`src/design/pwmp_pkg.sv`:
```
package pwmp_pkg;

  // width of the configuration write data
  localparam int CFG_DATA_W = 32;
  localparam int CFG_INDEX_W = 3;

  // reset value of the period register before truncation to its width
  localparam logic [CFG_DATA_W-1:0] PERIOD_RESET = 32'd65534;

  // configuration register indexes
  typedef enum logic [CFG_INDEX_W-1:0] {
    REG_ENABLE       = 3'd0,
    REG_PRESCALE     = 3'd1,
    REG_PERIOD       = 3'd2,
    REG_SAMPLE       = 3'd3,
    REG_ACTIVE_LOW   = 3'd4,
    REG_IRQ_ENABLE   = 3'd5
  } reg_index_t;

  // item kinds
  typedef enum logic {
    MODE_TICK   = 1'b0,
    MODE_STATUS = 1'b1
  } mode_t;

  typedef struct packed {
    mode_t mode;
    logic  clear_rollover;
  } in_data_t;

  typedef struct packed {
    logic pwm_level;
    logic rollover_status;
    logic irq_line;
  } out_data_t;

  // single-bit control registers
  typedef struct packed {
    logic enable;
    logic active_low;
    logic irq_enable;
  } ctrl_t;

endpackage

```
`src/design/pwmp_regs.sv`:
```
module pwmp_regs #(
  parameter int PERIOD_BITS = 16,
  parameter int PRESCALE_BITS = 12
) (
  input  logic                                clk,
  input  logic                                rst,
  input  logic                                cfg_valid,
  output logic                                cfg_ready,
  input  logic [pwmp_pkg::CFG_INDEX_W-1:0]    cfg_index,
  input  logic [pwmp_pkg::CFG_DATA_W-1:0]     cfg_data,
  output pwmp_pkg::ctrl_t                     ctrl,
  output logic [PRESCALE_BITS-1:0]            prescale_minus_one,
  output logic [PERIOD_BITS-1:0]              period_minus_two,
  output logic [PERIOD_BITS-1:0]              sample
);

  logic cfg_write;

  // writes are always taken
  assign cfg_ready = 1'b1;
  assign cfg_write = cfg_valid & cfg_ready;

  // register file, indexes beyond the list are dropped
  always_ff @(posedge clk) begin
    if (rst) begin
      ctrl               <= '0;
      prescale_minus_one <= '0;
      period_minus_two   <= PERIOD_BITS'(pwmp_pkg::PERIOD_RESET);
      sample             <= '0;
    end else if (cfg_write) begin
      case (pwmp_pkg::reg_index_t'(cfg_index))
        pwmp_pkg::REG_ENABLE:     ctrl.enable <= cfg_data[0];
        pwmp_pkg::REG_PRESCALE:   prescale_minus_one <= cfg_data[PRESCALE_BITS-1:0];
        pwmp_pkg::REG_PERIOD:     period_minus_two <= cfg_data[PERIOD_BITS-1:0];
        pwmp_pkg::REG_SAMPLE:     sample <= cfg_data[PERIOD_BITS-1:0];
        pwmp_pkg::REG_ACTIVE_LOW: ctrl.active_low <= cfg_data[0];
        pwmp_pkg::REG_IRQ_ENABLE: ctrl.irq_enable <= cfg_data[0];
        default: ;
      endcase
    end
  end

endmodule

```
`src/design/pwmp_count.sv`:
```
module pwmp_count #(
  parameter int PERIOD_BITS = 16,
  parameter int PRESCALE_BITS = 12
) (
  input  logic                     clk,
  input  logic                     rst,
  input  logic                     tick,
  input  logic                     clear,
  input  logic                     enable,
  input  logic [PRESCALE_BITS-1:0] prescale_minus_one,
  input  logic [PERIOD_BITS-1:0]   period_minus_two,
  output logic [PERIOD_BITS:0]     period_count_next,
  output logic                     rollover_flag_next
);

  logic [PRESCALE_BITS-1:0] prescale_count;
  logic [PRESCALE_BITS-1:0] prescale_count_next;
  logic [PERIOD_BITS:0]     period_count;
  logic                     rollover_flag;
  logic [PERIOD_BITS:0]     period_last;
  logic                     prescale_wrap;
  logic                     period_wrap;

  // wrap points, a count past its limit wraps on the next advance
  assign period_last   = {1'b0, period_minus_two} + (PERIOD_BITS+1)'(1);
  assign prescale_wrap = prescale_count >= prescale_minus_one;
  assign period_wrap   = period_count >= period_last;

  // next state for one item
  always_comb begin
    prescale_count_next = prescale_count;
    period_count_next   = period_count;
    rollover_flag_next  = rollover_flag;
    if (tick) begin
      if (!enable) begin
        prescale_count_next = '0;
        period_count_next   = '0;
      end else if (prescale_wrap) begin
        prescale_count_next = '0;
        if (period_wrap) begin
          period_count_next  = '0;
          rollover_flag_next = 1'b1;
        end else begin
          period_count_next = period_count + (PERIOD_BITS+1)'(1);
        end
      end else begin
        prescale_count_next = prescale_count + PRESCALE_BITS'(1);
      end
    end else if (clear) begin
      rollover_flag_next = 1'b0;
    end
  end

  // counter state
  always_ff @(posedge clk) begin
    if (rst) begin
      prescale_count <= '0;
      period_count   <= '0;
      rollover_flag  <= 1'b0;
    end else begin
      prescale_count <= prescale_count_next;
      period_count   <= period_count_next;
      rollover_flag  <= rollover_flag_next;
    end
  end

`ifndef SYNTHESIS
  // a disabled tick parks both counters at zero
  assert property (@(posedge clk) disable iff (rst)
    tick && !enable |=> prescale_count == '0 && period_count == '0)
    else $error("counters not parked after disabled tick");

  // the flag is only set by a period wrap on a tick
  assert property (@(posedge clk) disable iff (rst)
    $rose(rollover_flag) |-> $past(tick) && $past(period_wrap) && $past(enable))
    else $error("rollover flag set without a period wrap");

  // the flag is only cleared by a status write or reset
  assert property (@(posedge clk) disable iff (rst)
    $fell(rollover_flag) |-> $past(clear) || $past(rst))
    else $error("rollover flag cleared without a status write");

  // a wrapping period counter always restarts from zero
  assert property (@(posedge clk) disable iff (rst)
    tick && enable && prescale_wrap && period_wrap |=> period_count == '0 && rollover_flag)
    else $error("period wrap did not restart the counter");
`endif

endmodule

```
`src/design/pwm_generator_with_prescaler_unit.sv`:
```
// PWM timer with prescaler. Each input transfer is either one peripheral clock
// tick or one status register write; every transfer yields exactly one result
// carrying the pin level, the sticky rollover flag and the interrupt line as
// they stand after that transfer. A tick with enable set advances the prescaler,
// and each prescaler wrap advances the period counter, which counts from zero to
// period_minus_two+1 and sets the rollover flag when it wraps. The pin is active
// while enabled and the period count is below sample; active_low inverts it. The
// block takes one transfer per cycle while the output is not stalled: the counter
// update is a single compare-and-increment between the state registers, and the
// result sits in a one-deep output register, refilled in the same cycle it is taken.
// Configuration writes are accepted at any time with no wait.
module pwm_generator_with_prescaler_unit #(
  parameter int PERIOD_BITS = 16,
  parameter int PRESCALE_BITS = 12
) (
  input  logic                             clk,
  input  logic                             rst,
  input  logic                             cfg_valid,
  output logic                             cfg_ready,
  input  logic [pwmp_pkg::CFG_INDEX_W-1:0] cfg_index,
  input  logic [pwmp_pkg::CFG_DATA_W-1:0]  cfg_data,
  input  logic                             in_valid,
  output logic                             in_ready,
  input  pwmp_pkg::in_data_t               in_data,
  output logic                             out_valid,
  input  logic                             out_ready,
  output pwmp_pkg::out_data_t              out_data
);

  pwmp_pkg::ctrl_t          ctrl;
  logic [PRESCALE_BITS-1:0] prescale_minus_one;
  logic [PERIOD_BITS-1:0]   period_minus_two;
  logic [PERIOD_BITS-1:0]   sample;
  logic [PERIOD_BITS:0]     period_count_next;
  logic                     rollover_flag_next;
  logic                     in_transfer;
  logic                     tick;
  logic                     clear;
  logic                     active;
  pwmp_pkg::out_data_t      out_data_next;

  pwmp_regs #(
    .PERIOD_BITS   (PERIOD_BITS),
    .PRESCALE_BITS (PRESCALE_BITS)
  ) u_regs (
    .clk                (clk),
    .rst                (rst),
    .cfg_valid          (cfg_valid),
    .cfg_ready          (cfg_ready),
    .cfg_index          (cfg_index),
    .cfg_data           (cfg_data),
    .ctrl               (ctrl),
    .prescale_minus_one (prescale_minus_one),
    .period_minus_two   (period_minus_two),
    .sample             (sample)
  );

  // input transfer decode
  assign in_ready    = !out_valid || out_ready;
  assign in_transfer = in_valid && in_ready;
  assign tick        = in_transfer && (in_data.mode == pwmp_pkg::MODE_TICK);
  assign clear       = in_transfer && (in_data.mode == pwmp_pkg::MODE_STATUS)
                       && in_data.clear_rollover;

  pwmp_count #(
    .PERIOD_BITS   (PERIOD_BITS),
    .PRESCALE_BITS (PRESCALE_BITS)
  ) u_count (
    .clk                (clk),
    .rst                (rst),
    .tick               (tick),
    .clear              (clear),
    .enable             (ctrl.enable),
    .prescale_minus_one (prescale_minus_one),
    .period_minus_two   (period_minus_two),
    .period_count_next  (period_count_next),
    .rollover_flag_next (rollover_flag_next)
  );

  // result from the state after this transfer
  assign active = ctrl.enable && (period_count_next < {1'b0, sample});
  always_comb begin
    out_data_next.pwm_level       = active ^ ctrl.active_low;
    out_data_next.rollover_status = rollover_flag_next;
    out_data_next.irq_line        = rollover_flag_next & ctrl.irq_enable;
  end

  // output register
  always_ff @(posedge clk) begin
    if (rst) begin
      out_valid <= 1'b0;
    end else if (in_ready) begin
      out_valid <= in_valid;
    end
  end

  always_ff @(posedge clk) begin
    if (in_transfer) begin
      out_data <= out_data_next;
    end
  end

endmodule
```
`config.mk`:
```
export PLATFORM = sky130hd
export DESIGN_NAME = pwm_generator_with_prescaler_unit
export DESIGN_NICKNAME = d
export VERILOG_FILES = /design/src/design/pwmp_pkg.sv /design/src/design/pwmp_regs.sv /design/src/design/pwmp_count.sv /design/src/design/pwm_generator_with_prescaler_unit.sv
export SDC_FILE = /design/constraint.sdc
export NUM_CORES = 1
export LEC_CHECK = 0
export CAP_MARGIN = 20
export CELL_PAD_IN_SITES_DETAIL_PLACEMENT = 0
export CELL_PAD_IN_SITES_GLOBAL_PLACEMENT = 1
export CORE_MARGIN = 2
export CORE_UTILIZATION = 33
export DETAILED_ROUTE_END_ITERATION = 8
export DONT_BUFFER_PORTS = 1
export PLACE_DENSITY_LB_ADDON = 0.25
export SLEW_MARGIN = 20
export SYNTH_ARGS = -nofsm -noshare
export SYNTH_HDL_FRONTEND = slang
export SYNTH_SLANG_ARGS = --single-unit
```
`constraint.sdc`:
```
create_clock -name clk -period 6 [get_ports clk]
set_input_delay 0.6 -clock clk [delete_from_list [all_inputs] [get_ports clk]]
set_output_delay 0.6 -clock clk [all_outputs]
set_load 0.03 [all_outputs]
```
Yosys cells after proc, flatten, opt, wreduce, memory -nomap -nowiden
Cells that the tools add are included.
- flip-flop bits (word level): 81
- bits in latches: 0
- bits in writable memories: 0
- bits in read-only memories: 0
- input port bits: 42
- output and inout port bits: 6
- memories kept: 0
- add/sub/neg operators: 3
- multiply operators: 0
- divide/modulo/power cells: 0
- magnitude comparators: 3
- eq/ne operators: 5
- shift-type cells: 0
- mux-type cells: 11
- bitwise operators: 3
- reductions and logical operators: 14
- operator list (cell ; number):
    $mux 17 ; 4
    $mux 12 ; 2
    $add 16x1->17 const B ; 1
    $add 17x1->17 const B ; 1
    $ge 17x17->1 ; 1
    $lt 17x16->1 ; 1
    $add 12x1->12 const B ; 1
    $ge 12x12->1 ; 1
    $reduce_and 2->1 ; 6
    $eq 3x2->1 const B ; 2
    $eq 3x3->1 const B ; 2
    $logic_and 1x1->1 ; 5
    $mux 1 ; 5
    $eq 3x1->1 const B ; 1
    $logic_not 3->1 ; 1
    $and 1x1->1 ; 1
    $logic_not 1->1 ; 1
    $logic_or 1x1->1 ; 1
    $not 1->1 ; 1
    $xor 1x1->1 ; 1

Logic depth before layout (Yosys ltp)
- depth in word-level cells: 9
- gate-level depth with buffers: 25
- depth with buffers taken out: 24

Hierarchy
A second synthesis with hierarchy kept.
- cell total of the unflattened synthesis: 650
- area, all modules: 5497.8 um^2
- modules (own cells, without submodules) (module ; times used ; cells each ; area an instance (um^2)):
    pwmp_count ; 1 ; 388 ; 2951.6
    pwmp_regs ; 1 ; 193 ; 1990.7
    pwm_generator_with_prescaler_unit ; 1 ; 69 ; 555.5

Worst setup path after synthesis
Ideal clock, no wire load.
- path kind: register to register
- start point: register u_regs.period_minus_two[0]
- end point: register out_data[2] (netlist bit), data pin
- arrival time: 5.028 ns
- data required time: 5.742 ns
- setup slack: 0.715 ns
- stages on the path, launching flop included: 24
- path buffers: 1
- cells stage by stage: dfxtp_1 > ha_1 > and3_1 > nand3_1 > nor2_1 > nand4_1 > or4_1 > ha_1 > and4_1 > nand2_1 > o21ai_1 > nand2_1 > a21oi_2 > clkbuf_1 > nor2_1 > ha_1 > a21o_1 > a2111oi_1 > o21bai_1 > a21o_1 > a221o_1 > o31ai_1 > nand3_1 > xnor2_1
- RTL lines (item ; RTL line ; text):
    start, declared ; pwmp_regs.sv:13 ; output logic [PERIOD_BITS-1:0] period_minus_two,
    start signal, assigned ; pwmp_regs.sv:28 ; period_minus_two <= PERIOD_BITS'(pwmp_pkg::PERIOD_RESET);
    start signal, assigned ; pwmp_regs.sv:34 ; pwmp_pkg::REG_PERIOD: period_minus_two <= cfg_data[PERIOD_BITS-1:0];
    end signal, assigned ; pwm_generator_with_prescaler_unit.sv:99 ; out_data <= out_data_next;
    end, declared ; pwm_generator_with_prescaler_unit.sv:27 ; output pwmp_pkg::out_data_t out_data

==> impl_metrics.yaml <==
worst_setup_path:
  cp_common_cell: "ha_1"
  crit_type: "register to register"
  cp.depth: 22
  crit_path_max_fanout: 6
  crit_slowest_cell: "or4_1"
  path_cells: "ha_1 -> and3_1 -> nand3_1 -> nor2_1 -> nand4_1 -> or4_1 -> ha_1 -> and4_1 -> nand2_1 -> o21ai_4 -> nand2_1 -> a21oi_2 -> nor2_1 -> ha_1 -> and4_1 -> a2111oi_1 -> o21bai_1 -> a21o_1 -> a221o_1 -> o31ai_1 -> nand3_1 -> xnor2_1"
  r2r_cells: 22
  worstSetupStartpointType: "register"
  required_ns: 6.08
  end_kind: "register"
  max_stage_delay_ns: 0.57
  path_buf_inv: 0
  crit_arrival_ns: 5.56
  crit_family: "simple AND/OR/NAND/NOR gates"
layout:
  n_antenna_cell: 0
  drive_gt1_share_pct: 3.94
  fin_util_pct: 36.8
  area_growth_pct: 10.1
  layout.cells.non_filler: 764
  nNetsFinal: 668
floorplanning:
  core_um2: 13800
  fp.dieH_um: 122
  start_util_pct: 33.4
  die-area_um2: 14900
  die_w_um: 122
  io_pins: 48
  num_rows: 43
worst_hold_path:
  min_path_type: "input pin to register"
  min_delay_path_depth: 1
pwr:
  peakVddDrop_mv: 0.102
  power.density_nw_per_um2: 231
  p_clk_share_pct: 46.1
  combPwrFrac_pct: 6.0
  p_leak_nw: 2.03
  power.switching_w: 0.000277
  internal_power_w: 0.000896
  swShare_pct: 23.6
  finalPower_w: 0.00117
  seqPwrFrac_pct: 47.9
detailed_routing:
  wl_mm: 10.9
  dr.pass1.iters: 4
  drc: 0
  ant_nets: 0
  drtIter0Drc: 155
  wl_per_cell_um: 14.3
  num_vias: 3759
  via_per_inst: 4.92
status:
  status: "complete, no violations"
synthesis:
  synth-async-reset-ratio_pct: 0
  synth_ff_type: "dfxtp_1"
  synth_edf_count: 3
  ys_warn_count: 0
  yosysTopAreaCell: "dfxtp_1"
  synth_cell_types: 49
  synth_cells: 587
  ys_seq_area_share_pct: 35.9
  synthesis.area_um2: 4600
  ys_top_cells_by_area: "dfxtp_1 34%, ha_1 13%, nand2_1 9.3%"
  synth_seq_cells: 81
  synth_top_area_share_pct: 33.9
  syn-mean-instance-area_um2: 7.84
  synth_nets: 676
clock_network:
  clkTransAtPathRegs_ns: 0.06
  cts_max_level: 3
  post-cts-setup-buffer-count: 0
  clk_latency_ns: 0.34
  cts_tree: "done"
  cts_buffer_depth: 2
  cts-root-buf: "clkbuf_16"
  cts_inserted_buffers: 9
  clock-sinks: 81
global_route:
  grt_pass1_vias: 3716
  met1_usage_pct: 19.3
  grt_usage_pct: 15.6
  grtUsageMet3_pct: 3.70
  antenna_found_initial: 0
  met2_usage_pct: 25.9
  gr-total-overflow: 0
  grt-busiest-layer: "met2"
  grt_pass1_wl_mm: 18.1
  grt_max_degree: 57
timing:
  finalSetupTns_ns: 0
  final-hold-violation-count: 0
  setup_viol: 0
  max_freq_mhz: 182
  rsz0062_at_grt: "false"
  fin_crit_sh_pct: 91.4
  max-slew-margin-rel_pct: 44.3
  slew_violations: 0
  fin_crit_ns: 5.48
  setup_ws_ns: 0.519
  max_slew.worst_pin.slew_ns: 0.833
  fin_skew_ns: 0.00636
place:
  io_buffers: 0
  placed_cells: 748
  place.gp.congestion: 0.844
  dp_hpwl_mm: 8.40
  post-place-ws_ns: 0.330
job:
  drv_cap: 0
-- stage by stage --
stage	hold WS, ns	instance area (µm²)
4_1_cts	0.326	5050
3_3_place_gp	0.439	4760
2_1_floorplan	0.436	4600
5_1_grt	0.315	5070
6_report	0.333	5070
3_5_place_dp	0.442	4760
-- repair_timing --
item / 4_1_cts / 5_1_grt
gates resized for setup: 0 / 3
hold buffers: 0 / 0
setup endpoints to repair: 0 / 1
-- synthesized netlist by cell type (4+ instances only) --
cell,instances
dfxtp_1,78
xor2_1,15
a211oi_1,4
xnor2_1,24
nor2_1,68
a21oi_1,42
a21o_1,7
ha_1,47
and4_1,5
nand2_1,114
nand3_1,23
nor2b_1,8
o21ai_0,7
nand4_1,11
and3_1,5
clkbuf_1,19
inv_1,37
nand3b_1,15
nor3_1,14
-- sequential cells by signal (all words and copies together), names as in the netlist --
name,cells
u_count.rollover_flag,1
u_count.prescale_count,12
u_regs.prescale_minus_one,12
u_regs.period_minus_two,16
u_regs.sample,16
out_data,3
u_count.period_count,17
u_regs.ctrl,3
out_valid,1
-- metal layers --
layer,wire length (µm),part of all wire [%],vias up
li1,-,-,1966
met1,5170,47,1737
met2,5130,47,39
met3,318,2.9,17
met4,295,2.7,0
met5,0,0,-
-- final timing paths --
path	startpoint	end	slack, ns
min	rst	u_count.period_count[1]	0.33
max	u_regs.period_minus_two[0]	out_data[2]	0.52
max reg2reg	u_regs.period_minus_two[0]	out_data[2]	0.52
min reg2reg	u_regs.sample[4]	u_regs.sample[4]	0.45
-- cells in the final DEF (no fill, tap or decap), types with 4 or more instances in the layout --
cell type | synthesis | final
xor2_1 | 15 | 15
and3_1 | 5 | 5
xnor2_1 | 24 | 24
nand4_1 | 11 | 11
nand2_1 | 114 | 114
clkbuf_16 | 0 | 9
dfxtp_1 | 78 | 78
inv_1 | 37 | 37
nor2b_1 | 8 | 8
nand3b_1 | 15 | 15
nor2_1 | 68 | 68
nand3_1 | 23 | 23
o21ai_0 | 7 | 7
a21oi_1 | 42 | 42
buf_4 | 2 | 4
a21o_1 | 7 | 7
nor3_1 | 14 | 14
ha_1 | 47 | 47
a211oi_1 | 4 | 4
and4_1 | 5 | 5
-- area by class of cell --
type / instances / area, µm²
Fill cell: 1479 / 8700
Multi-Input combinational cell: 446 / 2740
Sequential cell: 81 / 1650
Clock buffer: 10 / 229
Tap cell: 180 / 225
Inverter: 37 / 139
Clock inverter: 6 / 58.8
Timing Repair Buffer: 4 / 30.0
-- cells by family (layout without fill, tap and decap cells) --
| kind of cell | after synthesis | in the layout | share of synthesized area, % |
|---|---|---|---|
| other cells | 1 | 1 | 0.0814 |
| compound gates | 80 | 80 | 10.5 |
| mux | 3 | 3 | 0.652 |
| simple gates | 276 | 276 | 27.6 |
| xor+xnor | 39 | 39 | 7.42 |
| buf+inv | 60 | 57 | 5.11 |
| fa+ha+maj | 47 | 47 | 12.8 |
| flops | 81 | 81 | 35.9 |
-- power by group through the flow --
stage	clock network, W	registers (W)	logic (W)
after floorplan	0	0.000571	0.0000598
after global placement	0	0.000573	0.0000696
after detailed placement	0	0.000574	0.0000710
after CTS	0.000556	0.000561	0.0000713
after global routing	0.000577	0.000562	0.0000803
final	0.000541	0.000561	0.0000704
(Power assumes the default switching activity.)
